===== src/sv/qwdp_pkg.sv =====
// Package for the quantized weight dot product block.
// Payload structs, FP constants and the FP16 to FP32 converter; no dependencies.
`default_nettype none
package qwdp_pkg;

  localparam int QueueDepth = 2;
  localparam logic [31:0] CanonNan = 32'h7FC0_0000;

  typedef struct packed {
    logic [7:0]  weight_byte;
    logic        nibble_select;
    logic [15:0] scale_half;
    logic [31:0] activation_bits;
    logic        row_end;
  } in_item_t;

  typedef struct packed {
    logic [31:0] weight_value;
    logic [31:0] row_sum;
    logic        row_done;
  } out_item_t;

  // Classified item handed from front to back.
  typedef struct packed {
    logic [31:0] qval;
    logic [31:0] scale;
    logic [31:0] act;
    logic        row_end;
  } work_t;

  typedef enum logic [2:0] {
    ST_IDLE, ST_MUL_W, ST_MUL_P, ST_ADD, ST_OUT
  } back_state_t;

  function automatic logic [31:0] half_to_single(input logic [15:0] h);
    logic [4:0] ex;
    logic [9:0] man;
    logic [7:0] e32;
    logic [3:0] lz;
    logic [10:0] sh;
    begin
      ex  = h[14:10];
      man = h[9:0];
      lz  = 4'd0;
      for (int i = 9; i >= 0; i--) begin
        if (man[i] && lz == 4'd0) lz = 4'(10 - i);
      end
      sh = {1'b0, man} << lz;
      e32 = 8'd113 - 8'(lz);
      if (ex == 5'd0) begin
        if (man == 10'd0) half_to_single = {h[15], 31'd0};
        else half_to_single = {h[15], e32, sh[9:0], 13'd0};
      end else if (ex == 5'd31) begin
        half_to_single = {h[15], 8'hFF, man, 13'd0};
      end else begin
        half_to_single = {h[15], 8'(ex) + 8'd112, man, 13'd0};
      end
    end
  endfunction

  // Exact small integer to FP32 (|v| <= 128).
  function automatic logic [31:0] int_to_single(input logic signed [8:0] v);
    logic [7:0] m;
    logic [2:0] p;
    logic [22:0] f;
    begin
      m = v[8] ? 8'(-v) : v[7:0];
      p = 3'd0;
      for (int i = 0; i < 8; i++) begin
        if (m[i]) p = 3'(i);
      end
      f = 23'({m, 15'd0} << (3'd7 - p)) ;
      f = {f[21:0], 1'b0};
      if (m == 8'd0) int_to_single = 32'd0;
      else int_to_single = {v[8], 8'd127 + 8'(p), f};
    end
  endfunction

endpackage
`default_nettype wire


===== src/sv/qwdp_fmul.sv =====
// FP32 multiplier, round to nearest even, subnormals, canonical NaN.
// Two register stages: mantissa product, then normalize and round. Uses qwdp_pkg.
`default_nettype none
module qwdp_fmul
  import qwdp_pkg::*;
(
  input  wire logic        clk,
  input  wire logic [31:0] a,
  input  wire logic [31:0] b,
  output logic [31:0]      y
);
  logic        s1, spec1;
  logic [31:0] spec_val1;
  logic signed [10:0] e1;
  logic [47:0] p1;

  logic [23:0] ma, mb;
  logic signed [10:0] ea, eb;
  logic a_nan, b_nan, a_inf, b_inf, a_zero, b_zero;

  always_comb begin
    a_nan  = (a[30:23] == 8'hFF) && (a[22:0] != 23'd0);
    b_nan  = (b[30:23] == 8'hFF) && (b[22:0] != 23'd0);
    a_inf  = (a[30:23] == 8'hFF) && (a[22:0] == 23'd0);
    b_inf  = (b[30:23] == 8'hFF) && (b[22:0] == 23'd0);
    a_zero = a[30:0] == 31'd0;
    b_zero = b[30:0] == 31'd0;
    ma = {a[30:23] != 8'd0, a[22:0]};
    mb = {b[30:23] != 8'd0, b[22:0]};
    ea = (a[30:23] == 8'd0) ? 11'sd1 : 11'(a[30:23]);
    eb = (b[30:23] == 8'd0) ? 11'sd1 : 11'(b[30:23]);
  end

  always_ff @(posedge clk) begin
    s1 <= a[31] ^ b[31];
    p1 <= ma * mb;
    e1 <= ea + eb - 11'sd127;
    spec1 <= a_nan || b_nan || a_inf || b_inf || a_zero || b_zero;
    if (a_nan || b_nan || (a_inf && b_zero) || (b_inf && a_zero))
      spec_val1 <= CanonNan;
    else if (a_inf || b_inf)
      spec_val1 <= {a[31] ^ b[31], 8'hFF, 23'd0};
    else
      spec_val1 <= {a[31] ^ b[31], 31'd0};
  end

  // Product value = p1 * 2^(e1-127-46); leading one at bit 47 or 46 or lower.
  logic [5:0]  lz;
  logic signed [11:0] e_n;
  logic [47:0] pn;
  logic [72:0] wide;
  logic [23:0] mant;
  logic g, st;
  logic [24:0] rnd;
  logic signed [11:0] e_f;
  logic [31:0] res;
  int sh;

  always_comb begin
    lz = 6'd0;
    for (int i = 0; i < 48; i++) begin
      if (p1[i]) lz = 6'(47 - i);
    end
    // exponent when leading one moved to bit 47
    e_n = 12'(e1) + 12'sd1 - 12'(lz);
    if (e_n >= 12'sd1) sh = int'(lz);
    else sh = int'(lz) + int'(e_n) - 1;
    wide = {p1, 25'd0};
    if (sh >= 0) wide = wide << sh;
    else wide = wide >> (-sh);
    mant = wide[72:49];
    g  = wide[48];
    st = wide[47:0] != 48'd0;
    rnd = {1'b0, mant} + 25'(g && (st || mant[0]));
    e_f = (e_n >= 12'sd1) ? e_n : 12'sd0;
    if (rnd[24]) begin
      e_f = e_f + 12'sd1;
      rnd = rnd >> 1;
    end else if (e_f == 12'sd0 && rnd[23]) begin
      e_f = 12'sd1;
    end
    if (e_f >= 12'sd255) res = {s1, 8'hFF, 23'd0};
    else res = {s1, e_f[7:0], rnd[22:0]};
    if (spec1) res = spec_val1;
  end

  always_ff @(posedge clk) begin
    y <= res;
  end
endmodule
`default_nettype wire


===== src/sv/qwdp_fadd.sv =====
// FP32 adder, round to nearest even, subnormals, canonical NaN.
// Two register stages: align, then add, normalize and round. Uses qwdp_pkg.
`default_nettype none
module qwdp_fadd
  import qwdp_pkg::*;
(
  input  wire logic        clk,
  input  wire logic [31:0] a,
  input  wire logic [31:0] b,
  output logic [31:0]      y
);
  logic [31:0] big, sml;
  logic [7:0]  eb, es;
  logic [8:0]  d;
  logic [26:0] mb, ms, msh;
  logic        a_nan, b_nan, a_inf, b_inf;

  always_comb begin
    if (a[30:0] >= b[30:0]) begin big = a; sml = b; end
    else begin big = b; sml = a; end
    eb = (big[30:23] == 8'd0) ? 8'd1 : big[30:23];
    es = (sml[30:23] == 8'd0) ? 8'd1 : sml[30:23];
    mb = {big[30:23] != 8'd0, big[22:0], 3'd0};
    ms = {sml[30:23] != 8'd0, sml[22:0], 3'd0};
    d  = 9'(eb) - 9'(es);
    if (d >= 9'd27) msh = {26'd0, ms != 27'd0};
    else msh = (ms >> d) | 27'(((ms << (9'd27 - d)) & 27'h7FF_FFFF) != 27'd0);
    a_nan = (a[30:23] == 8'hFF) && (a[22:0] != 23'd0);
    b_nan = (b[30:23] == 8'hFF) && (b[22:0] != 23'd0);
    a_inf = (a[30:23] == 8'hFF) && (a[22:0] == 23'd0);
    b_inf = (b[30:23] == 8'hFF) && (b[22:0] == 23'd0);
  end

  logic        s1, sub1, spec1, zsgn1;
  logic [31:0] spec_val1;
  logic [7:0]  e1;
  logic [26:0] m1, n1;

  always_ff @(posedge clk) begin
    s1   <= big[31];
    sub1 <= a[31] ^ b[31];
    e1   <= eb;
    m1   <= mb;
    n1   <= msh;
    zsgn1 <= a[31] & b[31];
    spec1 <= a_nan || b_nan || a_inf || b_inf;
    if (a_nan || b_nan || (a_inf && b_inf && (a[31] != b[31])))
      spec_val1 <= CanonNan;
    else if (a_inf)
      spec_val1 <= a;
    else
      spec_val1 <= b;
  end

  logic [27:0] sum;
  logic [4:0]  lz;
  logic signed [9:0] e_n;
  logic [27:0] nm;
  logic [23:0] mant;
  logic        g, st;
  logic [24:0] rnd;
  logic signed [9:0] e_f;
  logic [31:0] res;
  int sh;

  always_comb begin
    sum = sub1 ? ({1'b0, m1} - {1'b0, n1}) : ({1'b0, m1} + {1'b0, n1});
    lz = 5'd0;
    for (int i = 0; i < 28; i++) begin
      if (sum[i]) lz = 5'(27 - i);
    end
    // value = sum * 2^(e1-127-26); leading one at bit 27 -> exponent e1+1-lz
    e_n = 10'(e1) + 10'sd1 - 10'(lz);
    if (e_n >= 10'sd1) sh = int'(lz);
    else sh = int'(lz) + int'(e_n) - 1;
    nm = sum << sh;
    mant = nm[27:4];
    g  = nm[3];
    st = nm[2:0] != 3'd0;
    rnd = {1'b0, mant} + 25'(g && (st || mant[0]));
    e_f = (e_n >= 10'sd1) ? e_n : 10'sd0;
    if (rnd[24]) begin
      e_f = e_f + 10'sd1;
      rnd = rnd >> 1;
    end else if (e_f == 10'sd0 && rnd[23]) begin
      e_f = 10'sd1;
    end
    if (sum == 28'd0) res = {sub1 ? 1'b0 : zsgn1, 31'd0};
    else if (e_f >= 10'sd255) res = {s1, 8'hFF, 23'd0};
    else res = {s1, e_f[7:0], rnd[22:0]};
    if (spec1) res = spec_val1;
  end

  always_ff @(posedge clk) begin
    y <= res;
  end
endmodule
`default_nettype wire


===== src/sv/qwdp_front.sv =====
// Front end: accepts items, extracts the quantized value, converts the scale.
// Pushes classified work into a short queue. Uses qwdp_pkg.
`default_nettype none
module qwdp_front
  import qwdp_pkg::*;
#(
  parameter int Depth = QueueDepth
) (
  input  wire logic     clk,
  input  wire logic     rst,
  input  wire logic     quant_mode,
  input  wire logic     in_valid,
  input  wire in_item_t in_item,
  output logic          in_stall,
  input  wire logic     pop,
  output logic          q_valid,
  output work_t         q_head
);
  localparam int AW = (Depth > 1) ? $clog2(Depth) : 1;
  work_t mem [Depth];
  logic [AW-1:0] wp, rp;
  logic [AW:0]   cnt;
  logic          push;
  logic signed [8:0] qv;
  work_t w;

  always_comb begin
    if (quant_mode) qv = 9'(signed'(in_item.weight_byte));
    else if (in_item.nibble_select) qv = 9'(in_item.weight_byte[7:4]) - 9'sd8;
    else qv = 9'(in_item.weight_byte[3:0]) - 9'sd8;
    w.qval    = int_to_single(qv);
    w.scale   = half_to_single(in_item.scale_half);
    w.act     = in_item.activation_bits;
    w.row_end = in_item.row_end;
  end

  assign in_stall = (cnt == (AW+1)'(Depth));
  assign push     = in_valid && !in_stall;
  assign q_valid  = cnt != '0;
  assign q_head   = mem[rp];

  always_ff @(posedge clk) begin
    if (push) mem[wp] <= w;
    if (rst) begin
      wp <= '0; rp <= '0; cnt <= '0;
    end else begin
      if (push) wp <= (wp == AW'(Depth - 1)) ? '0 : wp + 1'b1;
      if (pop)  rp <= (rp == AW'(Depth - 1)) ? '0 : rp + 1'b1;
      cnt <= cnt + (AW+1)'(push) - (AW+1)'(pop);
    end
  end
endmodule
`default_nettype wire


===== src/sv/qwdp_back.sv =====
// Back end: dequantize multiply, activation multiply, accumulate, output register.
// Sequencer around one shared multiplier and one adder. Uses qwdp_pkg, qwdp_fmul, qwdp_fadd.
`default_nettype none
module qwdp_back
  import qwdp_pkg::*;
(
  input  wire logic  clk,
  input  wire logic  rst,
  input  wire logic  q_valid,
  input  wire work_t q_head,
  output logic       pop,
  output logic       out_valid,
  output out_item_t  out_item,
  input  wire logic  out_stall
);
  back_state_t state, state_next;
  logic [1:0]  cnt, cnt_next;
  work_t       cur;
  logic [31:0] wval, prod, acc;
  logic [31:0] ma, mb, my, ay;
  logic        load, out_load;

  qwdp_fmul u_mul (.clk(clk), .a(ma), .b(mb), .y(my));
  qwdp_fadd u_add (.clk(clk), .a(acc), .b(prod), .y(ay));

  always_comb begin
    ma = (state == ST_MUL_W) ? cur.qval : wval;
    mb = (state == ST_MUL_W) ? cur.scale : cur.act;
  end

  always_comb begin
    state_next = state;
    cnt_next   = cnt + 2'd1;
    pop        = 1'b0;
    load       = 1'b0;
    out_load   = 1'b0;
    case (state)
      ST_IDLE: begin
        cnt_next = '0;
        if (q_valid) begin
          pop = 1'b1; load = 1'b1; state_next = ST_MUL_W;
        end
      end
      ST_MUL_W: if (cnt == 2'd2) begin state_next = ST_MUL_P; cnt_next = '0; end
      ST_MUL_P: if (cnt == 2'd2) begin state_next = ST_ADD; cnt_next = '0; end
      ST_ADD: if (cnt == 2'd2) begin state_next = ST_OUT; cnt_next = '0; end
      ST_OUT: begin
        cnt_next = '0;
        if (!out_valid || !out_stall) begin
          out_load = 1'b1; state_next = ST_IDLE;
        end
      end
      default: state_next = ST_IDLE;
    endcase
  end

  always_ff @(posedge clk) begin
    if (load) cur <= q_head;
    if (state == ST_MUL_W && cnt == 2'd2) wval <= my;
    if (state == ST_MUL_P && cnt == 2'd2) prod <= my;
    if (out_load) begin
      out_item.weight_value <= wval;
      out_item.row_sum      <= cur.row_end ? ay : 32'd0;
      out_item.row_done     <= cur.row_end;
    end
    if (rst) begin
      state <= ST_IDLE; cnt <= '0; out_valid <= 1'b0; acc <= 32'd0;
    end else begin
      state <= state_next;
      cnt   <= cnt_next;
      if (out_load) begin
        out_valid <= 1'b1;
        acc <= cur.row_end ? 32'd0 : ay;
      end else if (!out_stall) begin
        out_valid <= 1'b0;
      end
    end
  end
endmodule
`default_nettype wire


===== src/sv/quantized_weight_dot_product.sv =====
// Quantized weight dot product: Q4_0/Q8_0 dequantize and FP32 row accumulate.
// Items are handled one at a time: a new item is popped only after the previous
// one is loaded into the output register, as the shared two-stage multiplier is used
// twice and the adder feeds the loop-carried accumulator. Synchronous reset clears
// queue, sequencer, accumulator (positive zero) and quant_mode (4-bit mode).
`default_nettype none
module quantized_weight_dot_product
  import qwdp_pkg::*;
#(
  parameter int Depth = QueueDepth
) (
  input  wire logic      clk,
  input  wire logic      rst,
  input  wire logic      cfg_valid,
  output logic           cfg_ready,
  input  wire logic      cfg_data,
  input  wire logic      in_valid,
  output logic           in_stall,
  input  wire in_item_t  in_item,
  output logic           out_valid,
  input  wire logic      out_stall,
  output out_item_t      out_item
);
  logic  quant_mode, pop, q_valid;
  work_t q_head;

  assign cfg_ready = 1'b1;

  always_ff @(posedge clk) begin
    if (rst) quant_mode <= 1'b0;
    else if (cfg_valid) quant_mode <= cfg_data;
  end

  qwdp_front #(.Depth(Depth)) u_front (
    .clk, .rst, .quant_mode, .in_valid, .in_item, .in_stall,
    .pop, .q_valid, .q_head
  );

  qwdp_back u_back (
    .clk, .rst, .q_valid, .q_head, .pop, .out_valid, .out_item, .out_stall
  );
endmodule
`default_nettype wire

===== config.mk =====
export PLATFORM = sky130hd
export DESIGN_NAME = quantized_weight_dot_product
export DESIGN_NICKNAME = d
export VERILOG_FILES = /design/src/sv/qwdp_pkg.sv /design/src/sv/qwdp_fmul.sv /design/src/sv/qwdp_fadd.sv /design/src/sv/qwdp_front.sv /design/src/sv/qwdp_back.sv /design/src/sv/quantized_weight_dot_product.sv
export SDC_FILE = /design/constraint.sdc
export NUM_CORES = 2
export LEC_CHECK = 0
export ABC_CLOCK_PERIOD_IN_PS = 31900
export BUFFER_PORTS_ARGS = -buffer_cell sky130_fd_sc_hd__buf_2
export CAP_MARGIN = 0
export CORE_MARGIN = 2
export CORE_UTILIZATION = 40
export CTS_CLUSTER_DIAMETER = 50
export DETAILED_ROUTE_END_ITERATION = 16
export HOLD_SLACK_MARGIN = 0.1
export PLACE_DENSITY = 0.53
export SLEW_MARGIN = 30
export SYNTH_ARGS = -nofsm -noshare
export SYNTH_HDL_FRONTEND = slang
export SYNTH_SLANG_ARGS = --single-unit

===== constraint.sdc =====
create_clock -name clk -period 31.9 [get_ports clk]
set_input_delay 3.19 -clock clk [delete_from_list [all_inputs] [get_ports clk]]
set_output_delay 3.19 -clock clk [all_outputs]
set_load 0.01 [all_outputs]

==> metrics.yaml <==
placed_design:
  routabilityCongestion: 0.9589
  dpl_cell_area_sq_mm: 0.06302
  dpl.hpwl_mm: 172.8
  portBuffers: 130
synthesis:
  ys_async_sr_fraction_pct: 0
  postSynthCellCount: 6869
  ys_ff_latch: 589
  avgSynthCellArea_sq_um: 8.816
  synth-main-ff-cell: "edfxtp_1"
  synth_area_sq_mm: 0.06056
  ys_seq_area_share_pct: 24.83
  synth.distinct_cells: 124
  synth_edf_count: 324
  yosysWarningCount: 0
global_routing:
  grt_max_degree: 86
  grt_overflow: 0
  grt_first_pass_wirelength_mm: 336.4
  antenna_found_initial: 13
  grt_pass1_vias: 52070
  grt_usage_pct: 28.89
worst_setup_path:
  crit_fanout: 57
  crit_type: "register to register"
  rrSetupSlack_ns: 18.01
  worst_setup_path_start_kind: "register"
  setup.worst_path.end_class: "register"
  reg2reg_from: "u_back.u_mul.p1[1]"
  r2r_cells: 50
  endpoint: "u_back.u_mul.y[9]"
  r2r-end: "u_back.u_mul.y[9]"
  cp_data_required_time_ns: 32.38
  worstSetupStartpoint: "u_back.u_mul.p1[1]"
  cp_slowest_cell: "inv_1"
  critPathArrivalTime_ns: 14.37
  cp_slowest_stage_delay_ns: 0.70
clock_tree:
  cts_buffer_depth: 3
  clk_root_buffer_cell: "clkbuf_16"
  worstSkewPairLatency_ns: 0.70
  post_cts_resized: 0
  cts_buffers: 76
  cts_setup_buffers: 0
  hold_buffers: 0
  htreeDepth: 3
  cts_tree: "built"
  clkTransAtPathRegs_ns: 0.06
  cts.sinks: 589
sta:
  hold_viol: 0
  tns_ns: 0
  min_period_over_period_pct: 43.55
  rsz0062_at_grt: "false"
  finalMaxSlewViolations: 0
  setup_violations: 0
  max_slew_margin_pct: 31.64
  worstMarginPinSlew_ns: 1.025
  max_freq_ghz: 0.07197
  clock_skew_ns: 0.07330
  period_minus_slack_ns: 13.89
run_status:
  status: "complete, no violations"
floorplanning:
  die_h_um: 393.1
  initial_core_util_pct: 40.34
  die_area_sq_mm: 0.1545
  io_pins: 132
  die_x_um: 393.1
  placementRows: 142
  core_sq_mm: 0.1501
final_layout:
  area_growth_pct: 8.564
  final_cell_area_sq_mm: 0.06575
  drive_above_1_share_pct: 9.709
  layout.nets: 7703
  final_util_pct: 43.79
route:
  drc: 0
  antenna_left: 0
  via_per_inst: 5.975
  routed_wl_mm: 225.8
  drt_iter0_drc: 5055
  vias: 52970
  wl_per_cell_um: 25.47
  drt_first_pass_iters: 6
min_path:
  hold_path_depth: 1
  hold_path.class: "register to register"
flow_run:
  maxCapViolations: 0
==> sequential cells by signal (all words and copies together), names as in the netlist, 48 cells and up <==
name and cells:
u_back.cur 65, u_back.out_item 65, u_back.u_mul.p1 48, u_front.mem 130
==> critical path: cells and delay by family (launching register included) <==
kind	cells	cell delay [ns]
flops	1	0.53
buf+inv	8	2.69
mux	2	0.99
simple gates	17	4.28
compound gates	16	3.18
fa+ha+maj	7	1.90
==> worst min-delay path by stage <==
stage	end	slack, ns	from
2_1_floorplan	u_back.u_add.y[30]	0.40	u_back.u_add.spec_val1[30]
3_3_place_gp	u_back.u_add.y[30]	0.42	u_back.u_add.spec_val1[30]
3_5_place_dp	u_back.u_add.y[16]	0.42	u_back.u_add.spec_val1[16]
4_1_cts	u_back.u_add.y[11]	0.40	u_back.u_add.spec_val1[11]
5_1_grt	u_back.u_mul.y[22]	0.43	u_back.u_mul.spec_val1[22]
6_report	u_back.u_add.y[11]	0.40	u_back.u_add.spec_val1[11]
==> cells in the final DEF, fill, tap and decap left out, drive strengths merged, types with 32 or more instances in the layout <==
| cell type | n |
|---|---|
| a211oi | 78 |
| a21o | 67 |
| a21oi | 311 |
| a22oi | 71 |
| a31oi | 79 |
| and2 | 135 |
| and3 | 195 |
| buf | 255 |
| clkbuf | 97 |
| dfxtp | 265 |
| edfxtp | 324 |
| fa | 489 |
| ha | 365 |
| inv | 745 |
| mux2 | 125 |
| mux2i | 224 |
| nand2 | 838 |
| nand2b | 45 |
| nand3 | 160 |
| nand4 | 84 |
| nor2 | 440 |
| nor2b | 53 |
| nor3 | 151 |
| nor3b | 51 |
| nor4 | 96 |
| o211ai | 57 |
| o21a | 33 |
| o21ai | 224 |
| o221ai | 32 |
| o22ai | 45 |
| o31ai | 48 |
| or3 | 44 |
| xnor2 | 103 |
| xor2 | 46 |
==> cell usage after synthesis, types with 125 or more instances <==
master	instances	area (sq um)
a21oi_1	306	1531
nor3_1	149	745.7
inv_1	730	2740
mux2_2	125	1408
nand3_1	158	790.8
fa_1	489	9789
nor2_1	438	1644
and3_1	195	1220
o21ai_0	206	1031
ha_1	365	4567
edfxtp_1	324	9729
mux2i_1	222	2222
nand2_1	838	3146
dfxtp_1	265	5305
clkbuf_1	315	1182
and2_1	129	807.0
==> layer usage <==
layer	up-vias	track usage (%)	part of all wire, %
met5	-	0	0.0058
met4	2	14.04	5.6
met3	495	4.179	6.6
met2	2089	48.20	48
met1	26410	36.62	40
li1	23980	-	-
==> cells by family (layout without fill, tap and decap cells) <==
group	count (synthesis)	after routing	share of synthesized area, %
other	2	4	0.01240
AO/OA/AOI/OAI	1369	1369	15.69
adder cells (fa/ha/maj)	854	854	23.71
XOR/XNOR	150	150	2.217
flip-flops	589	589	24.83
buffers and inverters	1155	1134	7.535
multiplexers	367	367	6.723
AND/OR/NAND/NOR	2383	2383	19.29
==> through the flow <==
stage	hold slack [ns]	worst slack, ns	cells
2_1_floorplan	0.4031	20.06	6870
3_3_place_gp	0.4176	18.34	8720
3_5_place_dp	0.4242	18.15	8721
4_1_cts	0.3953	18.08	8863
5_1_grt	0.4320	17.12	8865
6_report	0.4048	18.01	8866
==> final cells by class <==
class | instances | area [sq um]
clock inverter | 45 | 585.6
sequential | 589 | 15040
timing repair buffer | 255 | 1637
tap | 2016 | 2522
inverter | 737 | 2768
multi-input combinational | 5126 | 41110
antenna | 1 | 2.502
fill | 14800 | 84390
clock buffer | 97 | 2082
Power is not shown: default switching activity piles up to over one toggle a cycle in this logic, so the estimate is an artifact.
